$ cat src/rtl/rrss_pkg.sv
`default_nettype none
package rrss_pkg;

  localparam int unsigned REQ_W  = 2;
  localparam int unsigned SLOT_W = 4;
  localparam int unsigned ADDR_W = 64;
  localparam int unsigned STAT_W = 2;

  localparam logic [REQ_W-1:0] REQ_ALLOCATE = 2'd0;
  localparam logic [REQ_W-1:0] REQ_RELEASE  = 2'd1;
  localparam logic [REQ_W-1:0] REQ_SCHEDULE = 2'd2;

  localparam logic [STAT_W-1:0] ST_OK   = 2'd0;
  localparam logic [STAT_W-1:0] ST_FULL = 2'd1;
  localparam logic [STAT_W-1:0] ST_NONE = 2'd2;

  typedef enum logic [2:0] {
    S_IDLE,
    S_ALLOC_SCAN,
    S_SCHED_SCAN,
    S_MEM_READ,
    S_RESULT
  } state_t;

  // what the result address field is taken from
  typedef enum logic [1:0] {
    ADDR_ZERO,
    ADDR_HELD,
    ADDR_MEM
  } addr_src_t;

  typedef struct packed {
    logic take;         // accept the transaction, latch fields, apply release
    logic step;         // advance the scan
    logic alloc_claim;  // claim the scanned dead slot
    logic alloc_full;   // report a full table
    logic sched_pick;   // move to the scanned live slot and read its address
    logic sched_stay;   // no other slot live: stay or report none
    logic load_out;     // move the result into the output register
  } cmd_t;

  typedef struct packed {
    logic [REQ_W-1:0] req;
    logic             hit;
    logic             last;
    logic             out_free;
  } sts_t;

endpackage
`default_nettype wire

$ cat src/rtl/rrss_ctrl.sv
`default_nettype none
module rrss_ctrl (
  input  wire logic          clk,
  input  wire logic          rst,
  input  wire logic          in_valid,
  output logic               in_stall,
  input  wire rrss_pkg::sts_t sts,
  output rrss_pkg::cmd_t     cmd
);
  import rrss_pkg::*;

  state_t state, state_next;

  always_ff @(posedge clk) begin
    if (rst) begin
      state <= S_IDLE;
    end else begin
      state <= state_next;
    end
  end

  always_comb begin
    state_next = state;
    unique case (state)
      S_IDLE: begin
        if (in_valid) begin
          if (sts.req == REQ_ALLOCATE) begin
            state_next = S_ALLOC_SCAN;
          end else if (sts.req == REQ_SCHEDULE) begin
            state_next = S_SCHED_SCAN;
          end else begin
            state_next = S_RESULT;
          end
        end
      end
      S_ALLOC_SCAN: begin
        if (sts.hit || sts.last) begin
          state_next = S_RESULT;
        end
      end
      S_SCHED_SCAN: begin
        if (sts.hit) begin
          state_next = S_MEM_READ;
        end else if (sts.last) begin
          state_next = S_RESULT;
        end
      end
      S_MEM_READ: state_next = S_RESULT;
      S_RESULT: begin
        if (sts.out_free) begin
          state_next = S_IDLE;
        end
      end
      default: state_next = S_IDLE;
    endcase
  end

  always_comb begin
    cmd      = '0;
    in_stall = 1'b1;
    unique case (state)
      S_IDLE: begin
        in_stall = 1'b0;
        cmd.take = in_valid;
      end
      S_ALLOC_SCAN: begin
        cmd.alloc_claim = sts.hit;
        cmd.alloc_full  = !sts.hit && sts.last;
        cmd.step        = !sts.hit && !sts.last;
      end
      S_SCHED_SCAN: begin
        cmd.sched_pick = sts.hit;
        cmd.sched_stay = !sts.hit && sts.last;
        cmd.step       = !sts.hit && !sts.last;
      end
      S_MEM_READ: begin
      end
      S_RESULT: begin
        cmd.load_out = sts.out_free;
      end
      default: begin
      end
    endcase
  end

endmodule
`default_nettype wire

$ cat src/rtl/rrss_dp.sv
`default_nettype none
module rrss_dp #(
  parameter int unsigned SLOT_COUNT = 16
) (
  input  wire logic                          clk,
  input  wire logic                          rst,
  input  wire logic [rrss_pkg::REQ_W-1:0]    req_type,
  input  wire logic [rrss_pkg::SLOT_W-1:0]   slot_index,
  input  wire logic [rrss_pkg::ADDR_W-1:0]   resume_address,
  output logic                               out_valid,
  input  wire logic                          out_stall,
  output logic [rrss_pkg::STAT_W-1:0]        status,
  output logic [rrss_pkg::SLOT_W-1:0]        slot,
  output logic [rrss_pkg::ADDR_W-1:0]        next_address,
  input  wire rrss_pkg::cmd_t                cmd,
  output rrss_pkg::sts_t                     sts
);
  import rrss_pkg::*;

  localparam int unsigned PTR_W = (SLOT_COUNT > 1) ? $clog2(SLOT_COUNT) : 1;
  localparam int unsigned CMP_W = PTR_W + SLOT_W + 1;
  localparam logic [PTR_W-1:0] LAST_PTR = PTR_W'(SLOT_COUNT - 1);
  localparam logic [CMP_W-1:0] COUNT_V  = CMP_W'(SLOT_COUNT);

  logic [SLOT_COUNT-1:0] live;
  logic [ADDR_W-1:0]     mem [SLOT_COUNT];
  logic [ADDR_W-1:0]     rdata;
  logic [PTR_W-1:0]      cur;
  logic [PTR_W-1:0]      cnt;
  logic [PTR_W-1:0]      cand;
  logic [REQ_W-1:0]      req_q;
  logic [ADDR_W-1:0]     addr_q;
  logic [STAT_W-1:0]     res_status;
  logic [PTR_W-1:0]      res_ptr;
  addr_src_t             res_src;

  logic [CMP_W-1:0]        idx_ext;
  logic [PTR_W+SLOT_W-1:0] ptr_ext;
  logic [PTR_W-1:0]        cur_inc;
  logic [PTR_W-1:0]        cand_inc;
  logic [PTR_W-1:0]        cnt_first;
  logic [ADDR_W-1:0]       res_addr;
  logic                    mem_we;
  logic [PTR_W-1:0]        mem_waddr;
  logic [ADDR_W-1:0]       mem_wdata;

  assign idx_ext   = {{(PTR_W + 1){1'b0}}, slot_index};
  assign ptr_ext   = {{SLOT_W{1'b0}}, res_ptr};
  assign cur_inc   = (cur == LAST_PTR) ? '0 : cur + 1'b1;
  assign cand_inc  = (cand == LAST_PTR) ? '0 : cand + 1'b1;
  assign cnt_first = (req_type == REQ_SCHEDULE) ? PTR_W'(1) : '0;

  // schedule stores its address on acceptance; allocate on the claim
  assign mem_we    = (cmd.take && req_type == REQ_SCHEDULE) || cmd.alloc_claim;
  assign mem_waddr = cmd.take ? cur : cnt;
  assign mem_wdata = cmd.take ? resume_address : addr_q;

  always_ff @(posedge clk) begin
    if (mem_we) begin
      mem[mem_waddr] <= mem_wdata;
    end
    if (cmd.sched_pick) begin
      rdata <= mem[cand];
    end
  end

  always_ff @(posedge clk) begin
    if (rst) begin
      live <= '0;
      cur  <= '0;
    end else begin
      if (cmd.take && req_type == REQ_RELEASE && idx_ext < COUNT_V) begin
        live[idx_ext[PTR_W-1:0]] <= 1'b0;
      end
      if (cmd.alloc_claim) begin
        live[cnt] <= 1'b1;
      end
      if (cmd.sched_pick) begin
        cur <= cand;
      end
    end
  end

  always_ff @(posedge clk) begin
    if (cmd.take) begin
      req_q      <= req_type;
      addr_q     <= resume_address;
      cnt        <= cnt_first;
      cand       <= cur_inc;
      res_status <= ST_OK;
      res_ptr    <= '0;
      res_src    <= ADDR_ZERO;
    end else begin
      if (cmd.step) begin
        cnt  <= cnt + 1'b1;
        cand <= cand_inc;
      end
      if (cmd.alloc_claim) begin
        res_ptr <= cnt;
      end
      if (cmd.alloc_full) begin
        res_status <= ST_FULL;
      end
      if (cmd.sched_pick) begin
        res_ptr <= cand;
        res_src <= ADDR_MEM;
      end
      if (cmd.sched_stay) begin
        if (live[cur]) begin
          res_ptr <= cur;
          res_src <= ADDR_HELD;
        end else begin
          res_status <= ST_NONE;
        end
      end
    end
  end

  always_comb begin
    case (res_src)
      ADDR_HELD: res_addr = addr_q;
      ADDR_MEM:  res_addr = rdata;
      default:   res_addr = '0;
    endcase
  end

  always_ff @(posedge clk) begin
    if (rst) begin
      out_valid <= 1'b0;
    end else if (cmd.load_out) begin
      out_valid <= 1'b1;
    end else if (!out_stall) begin
      out_valid <= 1'b0;
    end
  end

  always_ff @(posedge clk) begin
    if (cmd.load_out) begin
      status       <= res_status;
      slot         <= ptr_ext[SLOT_W-1:0];
      next_address <= res_addr;
    end
  end

  always_comb begin
    sts.req      = req_type;
    sts.out_free = !out_valid || !out_stall;
    if (req_q == REQ_SCHEDULE) begin
      sts.hit  = live[cand];
      sts.last = (cnt == LAST_PTR);
    end else begin
      sts.hit  = !live[cnt];
      sts.last = (cnt == LAST_PTR);
    end
  end

endmodule
`default_nettype wire

$ cat src/rtl/round_robin_slot_scheduler.sv
`default_nettype none
// Release and unknown requests go straight from acceptance to the result state;
// allocate scans up to SLOT_COUNT slots, schedule up to SLOT_COUNT - 1 other slots.
// The scan tests one slot a cycle; a schedule hit adds one address-memory read.
// One transaction at a time: a new request is accepted only after the result is loaded.
// Reset: every slot dead, current slot 0, no result pending; addresses kept.
module round_robin_slot_scheduler #(
  parameter int unsigned SLOT_COUNT = 16
) (
  input  wire logic                        clk,
  input  wire logic                        rst,
  input  wire logic                        in_valid,
  output logic                             in_stall,
  input  wire logic [rrss_pkg::REQ_W-1:0]  req_type,
  input  wire logic [rrss_pkg::SLOT_W-1:0] slot_index,
  input  wire logic [rrss_pkg::ADDR_W-1:0] resume_address,
  output logic                             out_valid,
  input  wire logic                        out_stall,
  output logic [rrss_pkg::STAT_W-1:0]      status,
  output logic [rrss_pkg::SLOT_W-1:0]      slot,
  output logic [rrss_pkg::ADDR_W-1:0]      next_address
);
  import rrss_pkg::*;

  cmd_t cmd;
  sts_t sts;

  rrss_ctrl u_ctrl (
    .clk      (clk),
    .rst      (rst),
    .in_valid (in_valid),
    .in_stall (in_stall),
    .sts      (sts),
    .cmd      (cmd)
  );

  rrss_dp #(
    .SLOT_COUNT (SLOT_COUNT)
  ) u_dp (
    .clk            (clk),
    .rst            (rst),
    .req_type       (req_type),
    .slot_index     (slot_index),
    .resume_address (resume_address),
    .out_valid      (out_valid),
    .out_stall      (out_stall),
    .status         (status),
    .slot           (slot),
    .next_address   (next_address),
    .cmd            (cmd),
    .sts            (sts)
  );

endmodule
`default_nettype wire
$ cat config.mk
export PLATFORM = sky130hd
export DESIGN_NAME = round_robin_slot_scheduler
export DESIGN_NICKNAME = d
export VERILOG_FILES = /design/src/rtl/rrss_pkg.sv /design/src/rtl/rrss_ctrl.sv /design/src/rtl/rrss_dp.sv /design/src/rtl/round_robin_slot_scheduler.sv
export SDC_FILE = /design/constraint.sdc
export NUM_CORES = 1
export LEC_CHECK = 0
export BUFFER_PORTS_ARGS = -buffer_cell sky130_fd_sc_hd__buf_4
export CAP_MARGIN = 20
export CORE_UTILIZATION = 25
export DETAILED_ROUTE_END_ITERATION = 8
export GPL_ROUTABILITY_DRIVEN = 0
export RECOVER_POWER = 100
export SETUP_SLACK_MARGIN = 0.1
export SLEW_MARGIN = 40
export SYNTH_ARGS = -nofsm -noshare
export SYNTH_HDL_FRONTEND = slang
export SYNTH_SLANG_ARGS = --single-unit
$ cat constraint.sdc
create_clock -name clk -period 6.85 [get_ports clk]
set_input_delay 0.3425 -clock clk [delete_from_list [all_inputs] [get_ports clk]]
set_output_delay 0.3425 -clock clk [all_outputs]
set_load 0.02 [all_outputs]
==> results of run 1 <==
-- per-stage QoR --
stage          TNS [ns]  utilization [%]  total power [mW]  setup WS, ns  instances
2_1_floorplan    -12.62                -             10.77      -0.07005       2298
3_3_place_gp          0            27.46             11.50         2.584       4873
3_5_place_dp          0            27.55             11.55         2.719       4879
4_1_cts               0            29.49             17.83         2.668       5089
5_1_grt               0            29.27             18.20         1.427       5091
6_report              0            29.27             17.61         1.656       5091
-- worst max path at each step --
stage,from,end,cells after the start
floorplan,u_dp.cnt[0]$_DFFE_PP_,u_dp.mem[0][0]$_DFFE_PP_,9
global placement,u_dp.cand[1]$_DFFE_PP_,u_dp.mem[15][14]$_DFFE_PP_,7
detailed placement,u_dp.cand[0]$_DFFE_PP_,u_dp.mem[11][20]$_DFFE_PP_,8
CTS,u_dp.cand[0]$_DFFE_PP_,u_dp.mem[11][34]$_DFFE_PP_,8
global route,u_ctrl.state[2]$_SDFFE_PP0P_,u_dp.mem[3][1]$_DFFE_PP_,7
finish,u_dp.res_src[0]$_SDFF_PN0_,u_dp.next_address[16]$_DFFE_PP_,5
-- final cells by class --
| cell class | instances | area share [%] |
|---|---|---|
| sequential | 1264 | 66.45 |
| inverter | 12 | 0.09439 |
| timing repair buffer | 205 | 2.589 |
| clock inverter | 66 | 1.200 |
| clock buffer | 139 | 5.324 |
| antenna | 2 | 0.008990 |
| tap | 2511 | 5.643 |
| multi-input combinational | 892 | 18.69 |
-- state kept, by name (all words and copies together) (netlist names) --
register           flops
u_dp.rdata            64
u_dp.cand              4
u_dp.next_address     64
u_dp.res_src           2
u_dp.req_q             2
u_dp.res_status        2
u_dp.live             16
u_ctrl.state           3
u_dp.cnt               4
u_dp.slot              4
u_dp.cur               4
u_dp.status            2
u_dp.addr_q           64
u_dp.mem            1024
u_dp.res_ptr           4
u_dp.out_valid         1
-- power groups by stage --
stage	Sequential, mW	Clock [mW]	Combinational, mW
floorplan	9.27	0	1.50
global placement	9.29	0	2.21
detailed placement	9.29	0	2.26
CTS	9.13	6.43	2.27
global route	9.15	6.67	2.38
finish	9.13	6.29	2.20
-- worst max-delay path, delay by kind of cell, from the launching register on --
kind            cells  cell delay (ns)
flops               1             0.35
simple gates        1             0.76
compound gates      1             0.21
buf+inv             2             2.74
fa+ha+maj           1             0.79
-- cell usage in the layout (no fill, tap or decap), drive strengths merged, types with 6 or more instances in the layout --
cell type | Yosys | routed
nor3 | 11 | 11
mux2i | 17 | 17
nand2b | 6 | 6
edfxtp | 1168 | 1168
mux4 | 325 | 325
clkinv | 0 | 45
clkinvlp | 0 | 7
ha | 8 | 8
nor2 | 91 | 91
a22oi | 68 | 68
clkbuf | 81 | 224
o21ai | 25 | 25
inv | 12 | 14
nand4 | 15 | 15
nor2b | 6 | 6
buf | 49 | 115
bufinv | 0 | 12
a21oi | 35 | 35
o22ai | 6 | 6
dfxtp | 96 | 96
nand2 | 215 | 215
-- timing repair --
action,CTS,global route
hold buffers,5,0
resized for setup,0,0
hold endpoints to repair,25,0
-- logic make-up after synthesis --
group | synth area share [%]
simple gates | 3.382
mux | 15.68
buf+inv | 1.220
flops | 77.23
fa+ha+maj | 0.2090
compound gates | 2.207
xor+xnor | 0.07315
-- routing by layer --
metal | GRT usage [%] | vias up
met2 | 20.46 | 675
met3 | 1.964 | 131
li1 | - | 9799
met4 | 3.254 | 2
met1 | 15.29 | 12350
met5 | 0 | -
==> summary.md, run 1 <==
| Metric | Value |
|---|---|
| Worst slack on hold paths | 0.09030 ns |
| Final min period | roughly 5.2 ns |
| DR DRC count | 0 |
| CTS tree | yes |
| Crit path cell chain | inv_1, ha_1, clkbuf_1, a22oi_1, nor2_1 |
| Ys Warns | 0 |
| Rows | 160 |
| Total CTS buffers | 110 |
| Post-synth EDFFs | around 1200 |
| Ys async rst share | 0% |
| Layout net count | between 2000 and 3000 |
| WL per Instance | roughly 23 um |
| Most frequent cell after synthesis | edfxtp_1 |
| Pins Over Slew Limit | approximately 270 |
| Failing checks | capacitance limit, slew limit |
| MaxCap Viol Count | 7 |
| Synth area leader | edfxtp_1 |
| Placed cell area | ~0.052 mm^2 |
| Worst slew pin tran | around 3.6 ns |
| Total wire length | approximately 120 mm |
| Clock root cell | clkbuf_16 |
| Layout overhead on the synthesized area | 16.21% |
| Vias in the first global route | ~24000 |
| Slowest CP cell | clkbuf_1 |
| Die area | between 0.15 and 0.2 mm^2 |
| R2r setup slk | approximately 1.7 ns |
| Global-route usage over all layers | 11.85% |
| Fillcell total | 18480 |
| Data required, critical path | between 7 and 8 ns |
| Pwr per Cell Area | about 320 mW/mm^2 |
| Highest Signal Layer | met5 |
| Seq. cell area | ~0.037 mm^2 |
| Critical path's largest stage delay | between 2 and 3 ns |
| Sw frac | roughly a quarter |
| Sequential area share after synthesis | a little under 80% |
| Clock sink count | 1264 |
| H-tree depth | 3 |
| Critical Path Sink Type | register |
| Lkg Pwr | between 15 and 20 nW |
| GRT overflow | 0 |
| Post-Syn Nets | around 2400 |
| Commonest cells in the netlist | edfxtp_1, mux4_2, nand2_1 |
| CP Class | reg2reg |
| Initial antenna violation count | 5 |
| Starting Density | between 20 and 30% |
| HPWL after DPL | approximately 64 mm |
| Chip Width | between 400 and 500 um |
| Final ANT Viol Nets | 0 |
| Core area | between 0.15 and 0.2 mm^2 |
| Top cells by area, synth | edfxtp_1, mux4_2, dfxtp_1 |
| Final setup viols | 0 |
| Fmax | approximately 190 MHz |
| Startpoint Class | register |
| Ys flop type | edfxtp_1 |
| Mapped Area | between 0.04 and 0.05 mm^2 |
| Clock Latency Late Sink | just over 0.7 ns |
| R2R Path End | u_dp.next_address[16]$_DFFE_PP_ |
| Design Area, Final | between 0.05 and 0.06 mm^2 |
| Die Span Y | roughly 440 um |
| R2R cell count | 5 |
| Post-Route Skew | between 0.02 and 0.03 ns |
| Area of the multi-input gates | 0.01040 mm^2 |
| Critical path arrival | approximately 5.6 ns |
| Beginning of the worst hold path | slot_index[3] |
| Initial DRC Count | around 2000 |
| Internal power | approximately 13 mW |
| Avg Cell Area, Syn | 20.85 um^2 |
| Max_slew headroom | -142.9% |
| Port buffer count | 145 |
| Seq pwr share | about half |
| First-pass GRT wire length | approximately 170 mm |
| Status | finished, violations left |
| Met3 wire length | between 6 and 7 mm |
| Met2 wire len | slightly below 60 mm |
| Mapped Cells | between 2000 and 2500 |
| # IOs | 146 |
| Largest net degree at the start of global routing | 90 |
| # Post-CTS Setup Buffers | 0 |
| Hold Crit Class | in2reg |
| RR Startpoint | u_dp.res_src[0]$_SDFF_PN0_ |
| RSZ-0062 raised after global routing | no |
| Post-synth top area share | 73.22% |
| Iteration count of the initial detailed-routing pass | 5 |
| Synthesized flop and latch total | approximately 1300 |
| Met1 wire length | between 40 and 50 mm |
| Worst-path clk slew | 0.07 ns |
| Maximum vdd drop | roughly 0.24 mV |
| Comb power frac | 12.5% |
| Yosys cell types | 56 |
| Share of layout cells above drive strength 1 | 24.28% |
| Maximum clock path buffer count | 3 |
| CP Max Fanout | 46 |
| Clock power frac | approximately 36% |
| NetSw | approximately 4.2 mW |
| Post-DR vias/cell | roughly 4.5 |
| Final period util | between 70% and 80% |
| Vias | ~23000 |
| Hold Fails Final Rpt | 0 |
| Worst Hold Depth | 4 |
| Worst Hold End | u_dp.live[9]$_SDFF_PP0_ |
(Power assumes the default switching activity.)
==> run 2: changes to the inputs <==
Clock period 6.85 ns to 4.5 ns, I/O delays scaled along.
==> run 2 against run 1 <==
Hold slack worse by 0.025 ns. Register-to-register slack worse by 1.1 ns. Largest power group unchanged. The flow still finishes with violations (capacitance limit, slew limit). Flip-flop and latch count did not move. Sequential power rose by 52%.
==> summary.md, run 2 (synthesized netlist as in run 1, its figures left out) <==
| Metric | Value |
|---|---|
| Status | finished, violations left |
| Failing checks | capacitance limit, slew limit |
| Final ANT Viol Nets | 0 |
| Die area | slightly below 0.2 mm^2 |
| Crit-path most repeated cell | mux4_2 |
| Cell count after placement | 4882 |
| Critical Path Sink Type | register |
| RSZ-0062 raised after global routing | no |
| Layout net count | between 2000 and 3000 |
| Seq pwr share | between 50% and 60% |
| Vias | between 20000 and 25000 |
| Stages on worst setup path | 5 |
| Final period util | approximately 87% |
| Post-Route Skew | 0.04716 ns |
| NetSw | around 6.4 mW |
| Clock root cell | clkbuf_16 |
| Most common library cell in the layout ignoring fill and taps | edfxtp_1 |
| Chip Width | between 400 and 500 um |
| Finished Layout Cells | 5112 |
| Total CTS buffers | around 110 |
| Slowest CP cell | clkbuf_4 |
| Crit path cell chain | buf_12, clkbuf_4, buf_16, mux4_2, mux4_2 |
| Comb power frac | 12.1% |
| CTS tree | yes |
| Global-route usage over all layers | 11.84% |
| H-tree depth | 3 |
| Critical path arrival | 4.33 ns |
| Most frequent cells in the layout | edfxtp_1, mux4_2, nand2_1 |
| First-pass GRT wire length | roughly 170 mm |
| Internal power | between 20 and 25 mW |
| Pins Over Slew Limit | roughly 150 |
| Worst path bufs/invs | 3 |
| # IOs | between 100 and 150 |
| Die Span Y | 439.7 um |
| GRT overflow | 0 |
| CTS Hold Bufs | 10 |
| Clock power frac | a little over a third |
| Pwr per Cell Area | 482.4 mW/mm^2 |
| Starting Density | about a quarter |
| Util after Layout | between 20% and 30% |
| Sw frac | between 20% and 30% |
| Hold Fails Final Rpt | 0 |
| Largest net degree at the start of global routing | between 100 and 150 |
| Fmax | 256.8 MHz |
| CP top delay family | buffers and inverters |
| HPWL after DPL | ~65 mm |
| CP Max Fanout | around 120 |
| Total wire length | 115.7 mm |
| Layout overhead on the synthesized area | 17.15% |
| Final min period | 3.895 ns |
| Clock Latency Late Sink | 0.72 ns |
| Iteration count of the initial detailed-routing pass | 5 |
| Worst slew pin tran | approximately 2.6 ns |
| R2R cell count | 5 |
| Data required, critical path | between 4 and 5 ns |
| Maximum vdd drop | about 0.35 mV |
| Initial antenna violation count | 7 |
| Worst Hold Depth | 4 |
| Share of layout cells above drive strength 1 | about a quarter |
| Critical path's largest stage delay | 0.85 ns |
| Max_slew headroom | -76.29% |
| Final setup viols | 0 |
| WL per Instance | between 20 and 25 um |
| MaxCap Viol Count | 4 |
| CP Class | reg2reg |
| Vias in the first global route | 23600 |
| # Post-CTS Setup Buffers | 0 |
| Startpoint Class | register |
| Max reg flops | a little over 1000 |
| Lkg Pwr | 17.36 nW |
| Register bank with the most flops | u_dp.mem |
| Clock sink count | around 1300 |
| Rows | 160 |
| Maximum clock path buffer count | 3 |
| Port buffer count | between 100 and 150 |
| Core area | 0.1902 mm^2 |
| Worst-path clk slew | approximately 0.060 ns |
| DR DRC count | 0 |
| PostCTS Resize Cnt | 0 |
| Post-DR vias/cell | ~4.5 |
| Initial DRC Count | approximately 2300 |
| Hold Crit Class | in2reg |
## run 2: cell count changes in the layout (fill, tap and decap cells not counted), moves of 4 or more
cell | before | now
buf_12 | 10 | 21
buf_6 | 9 | 3
clkbuf_2 | 2 | 8
clkinv_1 | 18 | 12
clkinv_2 | 23 | 29
dlygate4sd3_1 | 5 | 10
clkbuf_16 | 112 | 116
nor3_1 | 11 | 7
nor3_4 | 0 | 4
## run 2: layer usage
| metal | global-route usage (%) | share of wire, % |
|---|---|---|
| met1 | 15.33 | 42 |
| met2 | 20.43 | 51 |
| met3 | 1.924 | 4.9 |
| met4 | 3.198 | 1.9 |
| met5 | 0 | 0.048 |
## run 2: path summary, 6_finish.rpt
| path | start | end | slack [ns] |
|---|---|---|---|
| hold / removal | slot_index[0] | u_dp.live[13]$_SDFF_PP0_ | 0.06 |
| hold reg to reg | u_dp.res_ptr[0]$_SDFF_PN0_ | u_dp.slot[0]$_DFFE_PP_ | 0.44 |
| setup reg to reg | u_dp.cand[1]$_DFFE_PP_ | u_dp.rdata[20]$_DFFE_PP_ | 0.61 |
| setup / recovery | u_dp.cand[1]$_DFFE_PP_ | u_dp.rdata[20]$_DFFE_PP_ | 0.61 |
## run 2: layout make-up
| class | instances | area [um^2] |
|---|---|---|
| Antenna cell | 1 | 2.502 |
| Clock buffer | 148 | 3113 |
| Clock inverter | 69 | 709.4 |
| Fill cell | 18450 | 134100 |
| Inverter | 12 | 48.80 |
| Multi-Input combinational cell | 892 | 10470 |
| Sequential cell | 1264 | 37000 |
| Tap cell | 2511 | 3142 |
| Timing Repair Buffer | 215 | 1637 |
## run 2: power by group through the flow
| stage | Combinational, mW | Sequential (mW) | Clock (mW) |
|---|---|---|---|
| 6_report | 3.29 | 13.9 | 9.89 |
| 5_1_grt | 3.57 | 13.9 | 10.5 |
| 4_1_cts | 3.41 | 13.9 | 10.1 |
| 3_5_place_dp | 3.40 | 14.1 | 0 |
| 3_3_place_gp | 3.34 | 14.1 | 0 |
| 2_1_floorplan | 2.30 | 14.1 | 0 |
## run 2: worst min-delay path: stages
cell	delay, ns
buf_4	0.10
nand3b_1	0.14
o21ai_0	0.18
a21oi_1	0.06
## run 2: metrics by stage
stage	total power, mW	worst slack [ns]	TNS, ns	cell area [um^2]	hold WS (ns)
6_report	27.07	0.6052	0	56120	0.06486
5_1_grt	28.03	0.4620	0	56120	0.08711
4_1_cts	27.42	1.075	0	56450	0.01064
3_5_place_dp	17.55	1.112	0	52530	0.4268
3_3_place_gp	17.48	1.020	0	52510	0.4199
2_1_floorplan	16.40	-1.118	-228.08	47990	0.3239
